<file path="config.mk">
export PLATFORM = sky130hd
export DESIGN_NAME = cursor_linked_list_engine
export DESIGN_NICKNAME = d
export VERILOG_FILES = /design/src/design/cll_pkg.sv /design/src/design/cll_ram.sv /design/src/design/cursor_linked_list_engine.sv
export SDC_FILE = /design/constraint.sdc
export NUM_CORES = 1
export LEC_CHECK = 0
export ABC_AREA = 0
export BUFFER_PORTS_ARGS = -buffer_cell sky130_fd_sc_hd__buf_2
export CORE_ASPECT_RATIO = 0.7
export CORE_MARGIN = 1
export CORE_UTILIZATION = 56
export DETAILED_ROUTE_END_ITERATION = 7
export GPL_ROUTABILITY_DRIVEN = 0
export PLACE_DENSITY = 0.73
export SYNTH_ARGS = -nofsm -noshare
export SYNTH_HDL_FRONTEND = slang
export SYNTH_HIERARCHICAL = 1
export SYNTH_SLANG_ARGS = --single-unit
</file>
<file path="constraint.sdc">
create_clock -name clk_i -period 3.5 [get_ports clk_i]
set_input_delay 0 -clock clk_i [delete_from_list [all_inputs] [get_ports clk_i]]
set_output_delay 0 -clock clk_i [all_outputs]
set_load 0.03 [all_outputs]
</file>
<file path="src/design/cll_pkg.sv">
// Shared constants for the cursor linked list engine: field widths,
// operation and status codes, and the default node store size.
// No dependencies.
`timescale 1ns / 1ps

package cll_pkg;

  // Default number of nodes in the store
  localparam int unsigned CLL_CAPACITY = 16;

  // Request and response field widths
  localparam int unsigned OPCODE_W = 3;
  localparam int unsigned VALUE_W  = 8;
  localparam int unsigned POS_W    = 11;
  localparam int unsigned STATUS_W = 2;
  localparam int unsigned CNT_W    = 11;

  // Stream widths; the data widths are padded to whole bytes
  localparam int unsigned IN_TDATA_W  = 24;
  localparam int unsigned IN_TUSER_W  = OPCODE_W;
  localparam int unsigned OUT_TDATA_W = 40;

  // Operation codes
  localparam logic [OPCODE_W-1:0] OP_INSERT  = 3'd0;
  localparam logic [OPCODE_W-1:0] OP_DELETE  = 3'd1;
  localparam logic [OPCODE_W-1:0] OP_SEARCH  = 3'd2;
  localparam logic [OPCODE_W-1:0] OP_DEL_ALL = 3'd3;
  localparam logic [OPCODE_W-1:0] OP_CLEAR   = 3'd4;

  // Status codes
  localparam logic [STATUS_W-1:0] ST_OK        = 2'd0;
  localparam logic [STATUS_W-1:0] ST_FULL      = 2'd1;
  localparam logic [STATUS_W-1:0] ST_BAD_POS   = 2'd2;
  localparam logic [STATUS_W-1:0] ST_NOT_FOUND = 2'd3;

endpackage

</file>
<file path="src/design/cll_ram.sv">
// Simple dual-port node store: one write port and one read port with
// registered read data. Uses cll_pkg for defaults.
`timescale 1ns / 1ps

module cll_ram #(
  parameter int unsigned DEPTH = cll_pkg::CLL_CAPACITY,
  parameter int unsigned WIDTH = 8,
  localparam int unsigned AW = $clog2(DEPTH)
) (
  input  logic             clk_i,
  input  logic             we_i,
  input  logic [AW-1:0]    waddr_i,
  input  logic [WIDTH-1:0] wdata_i,
  input  logic [AW-1:0]    raddr_i,
  output logic [WIDTH-1:0] rdata_o
);

  logic [WIDTH-1:0] mem_q [DEPTH];
  logic [WIDTH-1:0] rdata_q;

  // Write on enable, register the read word every cycle
  always_ff @(posedge clk_i) begin
    if (we_i) begin
      mem_q[waddr_i] <= wdata_i;
    end
    rdata_q <= mem_q[raddr_i];
  end

  assign rdata_o = rdata_q;

endmodule

</file>
<file path="src/design/cursor_linked_list_engine.sv">
// Cursor linked list engine: doubly linked byte list in a node store with a free list.
// One request at a time; each walk follows one link per cycle through one read address,
// pausing to apply the link fixes after each node that delete-all removes.
// Reset: a pass over every node chains the free list in the next-link memory; no
// request is accepted until it ends. Depends on cll_pkg and cll_ram.
`timescale 1ns / 1ps

module cursor_linked_list_engine #(
  parameter int unsigned CAPACITY = cll_pkg::CLL_CAPACITY
) (
  input  logic                             clk_i,
  input  logic                             rst_ni,
  // Request stream
  input  logic                             s_axis_tvalid_i,
  output logic                             s_axis_tready_o,
  // [7:0] value, [18:8] position, [23:19] zero
  input  logic [cll_pkg::IN_TDATA_W-1:0]   s_axis_tdata_i,
  // [2:0] opcode
  input  logic [cll_pkg::IN_TUSER_W-1:0]   s_axis_tuser_i,
  // Response stream
  output logic                             m_axis_tvalid_o,
  input  logic                             m_axis_tready_i,
  // [1:0] status, [12:2] found_position, [23:13] removed_count,
  // [34:24] length, [39:35] zero
  output logic [cll_pkg::OUT_TDATA_W-1:0]  m_axis_tdata_o
);

  import cll_pkg::*;

  localparam int unsigned IW = $clog2(CAPACITY);
  localparam int unsigned LW = IW + 1;
  localparam int unsigned CW = $clog2(CAPACITY + 1);
  localparam logic [LW-1:0] NIL    = '1;
  localparam logic [LW-1:0] CAP_L  = LW'(CAPACITY);
  localparam logic [CW-1:0] CAP_C  = CW'(CAPACITY);
  localparam logic [IW-1:0] LAST_I = IW'(CAPACITY - 1);

  typedef enum logic [3:0] {
    S_SWEEP,
    S_IDLE,
    S_INS_FREE,
    S_INS_WALK,
    S_DEL_WALK,
    S_SRCH,
    S_DALL,
    S_FIX,
    S_RESP
  } state_e;

  function automatic logic is_node(input logic [LW-1:0] x);
    return x < CAP_L;
  endfunction

  // Control and list registers
  state_e                state_q, state_d;
  logic                  init_q, init_d;
  logic [IW-1:0]         sweep_q, sweep_d;
  logic [LW-1:0]         head_q, head_d;
  logic [LW-1:0]         tail_q, tail_d;
  logic [LW-1:0]         free_q, free_d;
  logic [CW-1:0]         count_q, count_d;
  logic                  m_valid_q, m_valid_d;
  logic [OUT_TDATA_W-1:0] m_data_q, m_data_d;

  // Request and walk registers
  logic [OPCODE_W-1:0]   op_q, op_d;
  logic [VALUE_W-1:0]    val_q, val_d;
  logic [POS_W-1:0]      pos_q, pos_d;
  logic [LW-1:0]         cur_q, cur_d;
  logic [LW-1:0]         n_q, n_d;
  logic [CW-1:0]         steps_q, steps_d;
  logic [CW-1:0]         rank_q, rank_d;
  logic [STATUS_W-1:0]   status_q, status_d;
  logic [CW-1:0]         found_q, found_d;
  logic [CW-1:0]         removed_q, removed_d;

  // Deferred link writes
  logic                  fn_en_q, fn_en_d;
  logic [IW-1:0]         fn_addr_q, fn_addr_d;
  logic [LW-1:0]         fn_val_q, fn_val_d;
  logic                  fp_en_q, fp_en_d;
  logic [IW-1:0]         fp_addr_q, fp_addr_d;
  logic [LW-1:0]         fp_val_q, fp_val_d;

  // Node memory ports
  logic                  val_we, nxt_we, prv_we;
  logic [IW-1:0]         val_waddr, nxt_waddr, prv_waddr, raddr;
  logic [VALUE_W-1:0]    val_wdata, val_rd;
  logic [LW-1:0]         nxt_wdata, prv_wdata, nxt_rd, prv_rd;

  logic                  accept;
  logic                  do_unlink;
  logic [POS_W-1:0]      count_p;
  logic [POS_W-1:0]      in_pos;
  logic [VALUE_W-1:0]    in_val;
  logic [OPCODE_W-1:0]   in_op;

  assign in_val  = s_axis_tdata_i[VALUE_W-1:0];
  assign in_pos  = s_axis_tdata_i[VALUE_W +: POS_W];
  assign in_op   = s_axis_tuser_i;
  assign count_p = POS_W'(count_q);

  assign s_axis_tready_o = (state_q == S_IDLE);
  assign accept          = s_axis_tvalid_i && s_axis_tready_o;
  assign m_axis_tvalid_o = m_valid_q;
  assign m_axis_tdata_o  = m_data_q;

  // Node value, next link and previous link, read at one shared address
  cll_ram #(.DEPTH(CAPACITY), .WIDTH(VALUE_W)) u_val_ram (
    .clk_i  (clk_i),
    .we_i   (val_we),
    .waddr_i(val_waddr),
    .wdata_i(val_wdata),
    .raddr_i(raddr),
    .rdata_o(val_rd)
  );

  cll_ram #(.DEPTH(CAPACITY), .WIDTH(LW)) u_nxt_ram (
    .clk_i  (clk_i),
    .we_i   (nxt_we),
    .waddr_i(nxt_waddr),
    .wdata_i(nxt_wdata),
    .raddr_i(raddr),
    .rdata_o(nxt_rd)
  );

  cll_ram #(.DEPTH(CAPACITY), .WIDTH(LW)) u_prv_ram (
    .clk_i  (clk_i),
    .we_i   (prv_we),
    .waddr_i(prv_waddr),
    .wdata_i(prv_wdata),
    .raddr_i(raddr),
    .rdata_o(prv_rd)
  );

  // Sequencer: next state, list updates and memory writes
  always_comb begin
    state_d   = state_q;
    init_d    = init_q;
    sweep_d   = sweep_q;
    head_d    = head_q;
    tail_d    = tail_q;
    free_d    = free_q;
    count_d   = count_q;
    m_valid_d = m_valid_q;
    m_data_d  = m_data_q;
    op_d      = op_q;
    val_d     = val_q;
    pos_d     = pos_q;
    cur_d     = cur_q;
    n_d       = n_q;
    steps_d   = steps_q;
    rank_d    = rank_q;
    status_d  = status_q;
    found_d   = found_q;
    removed_d = removed_q;
    fn_en_d   = fn_en_q;
    fn_addr_d = fn_addr_q;
    fn_val_d  = fn_val_q;
    fp_en_d   = fp_en_q;
    fp_addr_d = fp_addr_q;
    fp_val_d  = fp_val_q;
    val_we    = 1'b0;
    val_waddr = '0;
    val_wdata = '0;
    nxt_we    = 1'b0;
    nxt_waddr = '0;
    nxt_wdata = '0;
    prv_we    = 1'b0;
    prv_waddr = '0;
    prv_wdata = '0;
    do_unlink = 1'b0;

    // Drop the response once taken
    if (m_valid_q && m_axis_tready_i) begin
      m_valid_d = 1'b0;
    end

    case (state_q)
      S_SWEEP: begin
        // Chain node i to i+1, last node to null
        nxt_we    = 1'b1;
        nxt_waddr = sweep_q;
        if (sweep_q == LAST_I) begin
          nxt_wdata = NIL;
          init_d    = 1'b0;
          state_d   = init_q ? S_IDLE : S_RESP;
        end else begin
          nxt_wdata = {1'b0, sweep_q} + LW'(1);
          sweep_d   = sweep_q + IW'(1);
        end
      end

      S_IDLE: begin
        if (accept) begin
          op_d      = in_op;
          val_d     = in_val;
          pos_d     = in_pos;
          status_d  = ST_OK;
          found_d   = '0;
          removed_d = '0;
          case (in_op)
            OP_INSERT: begin
              if (!is_node(free_q)) begin
                status_d = ST_FULL;
                state_d  = S_RESP;
              end else begin
                cur_d   = free_q;
                n_d     = free_q;
                state_d = S_INS_FREE;
              end
            end
            OP_DELETE: begin
              if (in_pos == '0 || in_pos > count_p) begin
                status_d = ST_BAD_POS;
                state_d  = S_RESP;
              end else begin
                cur_d   = head_q;
                steps_d = CW'(in_pos - POS_W'(1));
                state_d = S_DEL_WALK;
              end
            end
            OP_SEARCH: begin
              cur_d   = head_q;
              rank_d  = CW'(1);
              state_d = S_SRCH;
            end
            OP_DEL_ALL: begin
              cur_d   = head_q;
              state_d = S_DALL;
            end
            OP_CLEAR: begin
              removed_d = count_q;
              head_d    = NIL;
              tail_d    = NIL;
              free_d    = '0;
              count_d   = '0;
              sweep_d   = '0;
              state_d   = S_SWEEP;
            end
            default: begin
              state_d = S_RESP;
            end
          endcase
        end
      end

      S_INS_FREE: begin
        // Pop the free node and store its value
        free_d    = nxt_rd;
        count_d   = count_q + CW'(1);
        val_we    = 1'b1;
        val_waddr = n_q[IW-1:0];
        val_wdata = val_q;
        if (pos_q > count_p) begin
          // Append after the tail
          prv_we    = 1'b1;
          prv_waddr = n_q[IW-1:0];
          prv_wdata = tail_q;
          nxt_we    = 1'b1;
          nxt_waddr = n_q[IW-1:0];
          nxt_wdata = NIL;
          fn_en_d   = is_node(tail_q);
          fn_addr_d = tail_q[IW-1:0];
          fn_val_d  = n_q;
          fp_en_d   = 1'b0;
          if (!is_node(tail_q)) begin
            head_d = n_q;
          end
          tail_d  = n_q;
          state_d = S_FIX;
        end else if (pos_q <= POS_W'(1)) begin
          // Push in front of the head
          prv_we    = 1'b1;
          prv_waddr = n_q[IW-1:0];
          prv_wdata = NIL;
          nxt_we    = 1'b1;
          nxt_waddr = n_q[IW-1:0];
          nxt_wdata = head_q;
          fp_en_d   = is_node(head_q);
          fp_addr_d = head_q[IW-1:0];
          fp_val_d  = n_q;
          fn_en_d   = 1'b0;
          if (!is_node(head_q)) begin
            tail_d = n_q;
          end
          head_d  = n_q;
          state_d = S_FIX;
        end else begin
          cur_d   = head_q;
          steps_d = CW'(pos_q - POS_W'(1));
          state_d = S_INS_WALK;
        end
      end

      S_INS_WALK: begin
        if (steps_q == '0) begin
          // Splice the new node before the target
          nxt_we    = 1'b1;
          nxt_waddr = n_q[IW-1:0];
          nxt_wdata = cur_q;
          prv_we    = 1'b1;
          prv_waddr = cur_q[IW-1:0];
          prv_wdata = n_q;
          fn_en_d   = 1'b1;
          fn_addr_d = prv_rd[IW-1:0];
          fn_val_d  = n_q;
          fp_en_d   = 1'b1;
          fp_addr_d = n_q[IW-1:0];
          fp_val_d  = prv_rd;
          state_d   = S_FIX;
        end else begin
          cur_d   = nxt_rd;
          steps_d = steps_q - CW'(1);
        end
      end

      S_DEL_WALK: begin
        if (steps_q == '0) begin
          do_unlink = 1'b1;
          removed_d = CW'(1);
          state_d   = S_FIX;
        end else begin
          cur_d   = nxt_rd;
          steps_d = steps_q - CW'(1);
        end
      end

      S_SRCH: begin
        if (!is_node(cur_q)) begin
          status_d = ST_NOT_FOUND;
          state_d  = S_RESP;
        end else if (val_rd == val_q) begin
          found_d = rank_q;
          state_d = S_RESP;
        end else begin
          cur_d  = nxt_rd;
          rank_d = rank_q + CW'(1);
        end
      end

      S_DALL: begin
        if (!is_node(cur_q)) begin
          if (removed_q == '0) begin
            status_d = ST_NOT_FOUND;
          end
          state_d = S_RESP;
        end else begin
          cur_d = nxt_rd;
          if (val_rd == val_q) begin
            // Unlink, then reread the successor after its prev link settles
            do_unlink = 1'b1;
            removed_d = removed_q + CW'(1);
            state_d   = S_FIX;
          end
        end
      end

      S_FIX: begin
        // Apply the deferred link writes
        nxt_we    = fn_en_q;
        nxt_waddr = fn_addr_q;
        nxt_wdata = fn_val_q;
        prv_we    = fp_en_q;
        prv_waddr = fp_addr_q;
        prv_wdata = fp_val_q;
        state_d   = (op_q == OP_DEL_ALL) ? S_DALL : S_RESP;
      end

      S_RESP: begin
        // Hand the response to the output register when it is free
        if (!m_valid_q || m_axis_tready_i) begin
          m_valid_d = 1'b1;
          m_data_d  = OUT_TDATA_W'({CNT_W'(count_q), CNT_W'(removed_q),
                                    CNT_W'(found_q), status_q});
          state_d   = S_IDLE;
        end
      end

      default: begin
        state_d = S_IDLE;
      end
    endcase

    // Unlink the current node and return it to the free list
    if (do_unlink) begin
      nxt_we    = 1'b1;
      nxt_waddr = cur_q[IW-1:0];
      nxt_wdata = free_q;
      free_d    = cur_q;
      count_d   = count_q - CW'(1);
      if (is_node(nxt_rd)) begin
        prv_we    = 1'b1;
        prv_waddr = nxt_rd[IW-1:0];
        prv_wdata = prv_rd;
      end else begin
        tail_d = prv_rd;
      end
      fn_en_d   = is_node(prv_rd);
      fn_addr_d = prv_rd[IW-1:0];
      fn_val_d  = nxt_rd;
      fp_en_d   = 1'b0;
      if (!is_node(prv_rd)) begin
        head_d = nxt_rd;
      end
    end
  end

  // Read the node that the cursor moves to
  assign raddr = cur_d[IW-1:0];

  // State, list registers and response valid flag
  always_ff @(posedge clk_i or negedge rst_ni) begin
    if (!rst_ni) begin
      state_q   <= S_SWEEP;
      init_q    <= 1'b1;
      sweep_q   <= '0;
      head_q    <= NIL;
      tail_q    <= NIL;
      free_q    <= '0;
      count_q   <= '0;
      m_valid_q <= 1'b0;
    end else begin
      state_q   <= state_d;
      init_q    <= init_d;
      sweep_q   <= sweep_d;
      head_q    <= head_d;
      tail_q    <= tail_d;
      free_q    <= free_d;
      count_q   <= count_d;
      m_valid_q <= m_valid_d;
    end
  end

  // Response data, request payload and walk registers
  always_ff @(posedge clk_i) begin
    m_data_q  <= m_data_d;
    op_q      <= op_d;
    val_q     <= val_d;
    pos_q     <= pos_d;
    cur_q     <= cur_d;
    n_q       <= n_d;
    steps_q   <= steps_d;
    rank_q    <= rank_d;
    status_q  <= status_d;
    found_q   <= found_d;
    removed_q <= removed_d;
    fn_en_q   <= fn_en_d;
    fn_addr_q <= fn_addr_d;
    fn_val_q  <= fn_val_d;
    fp_en_q   <= fp_en_d;
    fp_addr_q <= fp_addr_d;
    fp_val_q  <= fp_val_d;
  end

`ifndef NO_ASSERTIONS
  a_count_bound: assert property (@(posedge clk_i) disable iff (!rst_ni)
    count_q <= CAP_C)
    else $error("element count exceeds store size");

  a_head_empty: assert property (@(posedge clk_i) disable iff (!rst_ni)
    (state_q == S_IDLE) |-> ((count_q == '0) == !is_node(head_q)))
    else $error("head pointer disagrees with element count");

  a_tail_empty: assert property (@(posedge clk_i) disable iff (!rst_ni)
    (state_q == S_IDLE) |-> ((count_q == '0) == !is_node(tail_q)))
    else $error("tail pointer disagrees with element count");

  a_free_full: assert property (@(posedge clk_i) disable iff (!rst_ni)
    (state_q == S_IDLE) |-> ((count_q == CAP_C) == !is_node(free_q)))
    else $error("free list disagrees with element count");

  a_full_insert: assert property (@(posedge clk_i) disable iff (!rst_ni)
    (state_q == S_RESP && status_q == ST_FULL) |-> (op_q == OP_INSERT))
    else $error("store full status on a request other than insert");
`endif

endmodule

</file>
# After elaboration in Yosys (flattened, before gate mapping)
# Memory sizes are Yosys's and may differ from the RTL's. A register that Yosys moved wholly into a read port is not among the register bits.
# Cells that the tools add are included.
# word_totals
regBits,121
ram_bits,288
out_inout_bits,42
wordCells,285
n_memories,3
# mem_list
name,words,width,read_ports,rd_ports_with_merged_regs,wr,line,source
u_val_ram.mem_q,16,8,1,1,1,cll_ram.sv:18,logic [WIDTH-1:0] mem_q [DEPTH];
u_nxt_ram.mem_q,16,5,1,1,1,cll_ram.sv:18,
u_prv_ram.mem_q,16,5,1,1,1,cll_ram.sv:18,
# classes
add_sub_neg,9
n_lt_le_gt_ge,9
eq_ne,49
mux,151
n_reduce_logical,38
# op_table
op,n
$mux 5,61
$mux 4,29
$pmux 5 s2,8
$pmux 5 s3,4
$ne 2x2->1 const B,18
$pmux 4 s8,1
$lt 5x5->1 const B,6
$mux 1,25
$pmux 5 s5,1
$pmux 4 s2,3
$gt 11x5->1,2
$ne 3x3->1 const B,7
$pmux 4 s5,1
$pmux 5 s4,1
$sub 5x1->5 const B,4
$eq 4x3->1 const B,4
$pmux 4 s4,1
$reduce_and 4->1,4
$add 5x1->5 const B,3
$reduce_and 5->1,3
$reduce_bool 3->1,5
$pmux 4 s3,1
$reduce_and 3->1,4
$le 11x1->1 const B,1
35 further kinds,59

# Longest topological paths before layout
# depth
depth_word,8
depth_mapped,14
depth_no_buf,12

# Cells and area by module
# The synthesis kept the hierarchy.
# modules_own_cells
module,n_inst,cells_each,area_each_um2,seq_area_each_um2
cursor_linked_list_engine,1,623,6595.1,3447.1
cll_ram at u_nxt_ram ...,2,155,3213.1,2502.4
cll_ram at u_val_ram,1,229,5147.4,4003.8

# Least setup slack after synthesis
# OpenSTA, ideal clock, no wires.
# synth_path
kind,register -> register
from,register state_q[1]
to,"register u_val_ram.rdata_q[1] (netlist: u_val_ram/rdata_o[1]), read port of u_val_ram.mem_q"
setup_time_ps,120
t_arrival_ps,3592
required_ps,3380
slack_ps,-212
stages_incl_launch_ff,15
path_buffers,4
synth_period_minus_slack_ps,3712
cell_sequence,dfrtp_1 buf_6 or4b_4 buf_6 nor3b_2 and2_1 a32o_1 a41oi_1 a21boi_0 o21ai_1 buf_6 buf_6 mux4_1 a22oi_1 nand2_1
# synth_via
elab_chain_cells,4
word_cells_on_any_way,10
cone_classes,eq/ne (6); mux (2); reduce/logical (2)
# synth_rtl
item,line,source
"start, declared",cursor_linked_list_engine.sv:55,"state_e state_q, state_d;"
"start signal, assigned",cursor_linked_list_engine.sv:424,state_q <= state_d;
$eq 4x1->1,"cursor_linked_list_engine.sv:103, cursor_linked_list_engine.sv:179",
$logic_and 1x1->1,cursor_linked_list_engine.sv:104,assign accept = s_axis_tvalid_i && s_axis_tready_o;
$mux 5,cursor_linked_list_engine.sv:195,if (accept) begin
$pmux 5 s5 *,cursor_linked_list_engine.sv:179,case (state_q)
named net cur_d[0],cursor_linked_list_engine.sv:69,"logic [LW-1:0] cur_q, cur_d;"
"end, declared",cll_ram.sv:19,logic [WIDTH-1:0] rdata_q;
# Mark *: on every way through the listed nets, which the timed path passes. The rest lies on a longest branch. The select of a mux whose other input is x is not followed.
# A chain may end at the register's enable or synchronous reset.

# Final worst setup path
# layout_path
from,register count_q[1]
to,"register u_prv_ram.rdata_q[4] (netlist: u_prv_ram/rdata_o[4]), read port of u_prv_ram.mem_q"
# layout_via
elab_chain_cells,6
word_cells_on_any_way,8
cone_classes,order compare (2); mux (5); reduce/logical (1)
# layout_rtl
item,line,source
"start, declared",cursor_linked_list_engine.sv:61,"logic [CW-1:0] count_q, count_d;"
"start signal, assigned",cursor_linked_list_engine.sv:430,count_q <= count_d;
$gt 11x5->1,cursor_linked_list_engine.sv:214,if (in_pos == '0 || in_pos > count_p) begin
$logic_or 1x1->1,cursor_linked_list_engine.sv:214,
$mux 5,cursor_linked_list_engine.sv:214,
$pmux 5 s3,cursor_linked_list_engine.sv:202,case (in_op)
$mux 5,cursor_linked_list_engine.sv:195,
$pmux 5 s5 *,cursor_linked_list_engine.sv:179,
named net cur_d[1],cursor_linked_list_engine.sv:69,
"end, declared",cll_ram.sv:19,
# Marks and branches as above.

==> flow_summary_export.csv <==
group,metric,value,unit
finish,nFillCells,1973,
grt,antenna_found_initial,0,
yosys,synth_largest_area_cell,"edfxtp_1",
floorplan,row_count,54,
clock_network,clock_latency,0.54,ns
sta,finalCritPeriodShare,103,%
yosys,synth-seq-cells,427,
yosys,syn-cell-area,0.0182,mm²
yosys,avgSynthCellArea,15.6,µm²
setup_path,critPathArrivalTime,4.02,ns
floorplan,num_io_pins,73,
outcome,violations,"DRC, setup timing",
yosys,synth_seq_area_share,68.6,%
grt,grt-ovfl-total,0,
setup_path,critPathSlowestCell,"a221o_4",
floorplan,die_area,0.0332,mm²
route,dr.pass1.iters,8,
sta,fin_worst_skew,0.0130,ns
route,drt_wl_total,42200,µm
sta,tns,-0.665,ns
setup_path,path_class,"flip-flop to flip-flop",
sta,finalCriticalPeriod,3.60,ns
yosys,synthTopCellsByArea,"edfxtp_1 (62%), mux4_2 (7.2%), dfrtp_1 (2.6%)",
finish,layout.cells.non_filler,1783,
yosys,synth.distinct_cells,73,
floorplan,start_util,57.6,%
yosys,synth_edf_count,374,
floorplan,fp.dieW,217,µm
yosys,synth_top_area_share,61.8,%
floorplan,die_height,153,µm
setup_path,r2r-start,"count_q[1]",
setup_path,cp-end-kind,"flip-flop",
grt,grt_usage,25.3,%
clock_network,cts_buffers,40,
setup_path,crit_top_cell,"a22oi_2",
route,wl_per_cell,23.7,µm
clock_network,clk_path_buf_depth,3,
route,drc_errors,1,
power,power,19.6,mW
setup_path,rr_worst_depth,14,
sta,hold_viol,0,
clock_network,cts.sinks,427,
floorplan,core_area,0.0316,mm²
sta,setup_slack,-0.101,ns
clock_network,cts_root_buf,"clkbuf_16",
setup_path,critical_path.max_fanout,10,
clock_network,ctsHtreeMaxLevel,2,
setup_path,cp_cell_sequence,"inv_2, ha_1, nor2b_1, o21ai_0, a22oi_2, a2111oi_4, a21oi_2, a211o_1, a221o_4, buf_4, clkbuf_16, mux4_2, a22oi_2, nand3_2",
yosys,syn_inst,1162,
grt,grt_pass1_wl,63200,µm
setup_path,r2r_slack,-0.10,ns
setup_path,cpPeakStageDelay,0.51,ns
grt,grt_max_degree,35,
sta,drv_slew,0,
grt,grt_pass1_vias,10659,
placement,place_ws,-0.104,ns
hold_path,hp-class,"primary input to asynchronous set/reset pin",
placement,dp.cells,1667,
finish,drive_gt1_share,26.9,%
route,via_count,11250,
finish,diodes,0,
route,route.detailed.vias_per_inst,6.31,
route,drtIter0Drc,1660,
yosys,netlist_top_cells_count,"edfxtp_1 (374), nand2_1 (107), nor2_1 (90), mux4_2 (58), nand3_1 (42)",
power,leakagePower,7.71,nW
yosys,ys_warn_count,6,
sta,setup_violations,13,
sta,fmax,278,MHz
power,powerDensity,915,mW/mm²
outcome,status,"finished, violations left",
placement,dp_hpwl,27300,µm
clock_network,path_clk_slew,0.07,ns
power,peakVddDrop,0.455,mV
clock_network,cts_tree,"done",
yosys,ys_async_sr_fraction,7.03,%
setup_path,crit_required,3.92,ns
setup_path,startpoint_type,"flip-flop",
yosys,ys.flop_type,"edfxtp_1",
route,ant_nets,0,
sta,grt_setup_unrepaired,"true",
setup_path,worstReg2RegEnd,"u_prv_ram/rdata_o[4]",
yosys,synth_most_common_cell,"edfxtp_1",
sta,relSlewSlack,41.4,%
flow_run,max_cap_viol_count,0,
finish,area_delta_synth_final,18.0,%
sta,worstMarginPinSlew,0.866,ns
finish,nets,1380,
setup_path,worstSetupStartpoint,"count_q[1]",
placement,io_buffers,44,
[power breakdown]
| part | switching (mW) | internal, mW |
|---|---|---|
| Clock | 1.82 | 2.68 |
| Combinational | 4.23 | 3.81 |
| Sequential | 0.517 | 6.57 |
| Total | 6.57 | 13.1 |
[registers in the layout, summed over array words and instances (netlist names), 5 cells and up]
name and cells:
val_q 8, count_q 5, n_q 5, rank_q 5, fp_val_q 5, m_axis_tdata_o 17, found_q 5, u_val_ram/rdata_o 8
fn_val_q 5, u_nxt_ram/rdata_o 5, steps_q 5, tail_q 5, free_q 5, u_prv_ram/mem_q 80, u_nxt_ram/mem_q 80, pos_q 11
cur_q 5, u_val_ram/mem_q 128, head_q 5, removed_q 5, u_prv_ram/rdata_o 5
[cell families (layout without fill, tap and decap cells)]
kind of cell    Yosys count  count (layout)  share of synthesized area [%]
other cells               1              23                         0.0206
xor+xnor                 19              19                          0.916
mux                      93              93                           10.5
simple gates            339             339                           8.83
fa+ha+maj                18              18                           1.23
flops                   427             427                           68.6
compound gates          168             168                           6.94
buf+inv                  97             276                           3.04
[worst max-delay path by stage]
stage	end	slack [ns]
2_1_floorplan	u_val_ram/rdata_o[1]	0.006
3_3_place_gp	u_val_ram/rdata_o[1]	-0.08
3_5_place_dp	u_val_ram/rdata_o[1]	-0.10
4_1_cts	u_val_ram/rdata_o[7]	0.001
5_1_grt	u_prv_ram/rdata_o[0]	-0.21
6_report	u_prv_ram/rdata_o[4]	-0.10
[metrics by stage]
step | utilization (%) | hold WS, ns | cell area [µm²]
CTS | 67.2 | 0.105 | 21200
global route | 68.0 | 0.147 | 21400
detailed placement | 61.4 | 0.145 | 19400
global placement | 61.4 | 0.106 | 19400
floorplan | - | -0.296 | 18300
finish | 68.0 | 0.0986 | 21400
[routing by layer]
layer	wire length (µm)	share of wire, %	global-route usage [%]
met3	4530	11	5.15
met1	18600	44	40.3
met5	0	0	0
met4	696	1.6	5.53
met2	18400	44	36.0
[cell usage in the layout, fill, tap and decap left out, types with 14 or more instances in the layout]
cell	count
nor2_1	86
a31oi_1	15
dfxtp_1	23
a22oi_2	19
buf_2	44
clkbuf_16	43
mux4_2	65
and2_1	20
a21oi_1	15
dfrtp_1	19
edfxtp_1	374
inv_1	22
o21ai_0	19
a222oi_1	23
conb_1	23
dlygate4sd3_1	25
nand3_1	39
mux2_2	14
nor3_1	16
buf_4	93
nand2_1	102
[repair_timing]
item | CTS | global route
setup buffers | 5 | 11
hold endpoints to repair | 54 | 0
setup endpoints to repair | 13 | 83
pin swaps | 6 | 20
gates cloned | 1 | 2
resized for setup | 34 | 33
hold buffers | 25 | 0
[layout make-up]
class	count	area, µm²	area share (%)
clock inverters	16	244	1.14
multi-input cells	660	5510	25.7
clock buffers	57	1120	5.20
inverters	26	110	0.513
repair buffers	177	1490	6.94
flip-flops and latches	427	12500	58.1
well taps	420	526	2.45
[worst max-delay path, delay by kind of cell (launching register included)]
family / cells / cell delay, ns
multiplexers: 1 / 0.30
AO/OA/AOI/OAI: 7 / 1.80
buffers and inverters: 3 / 0.46
adder cells (fa/ha/maj): 1 / 0.25
AND/OR/NAND/NOR: 2 / 0.25
flip-flops: 1 / 0.40
No activity file was read; power rests on OpenSTA's default activity.
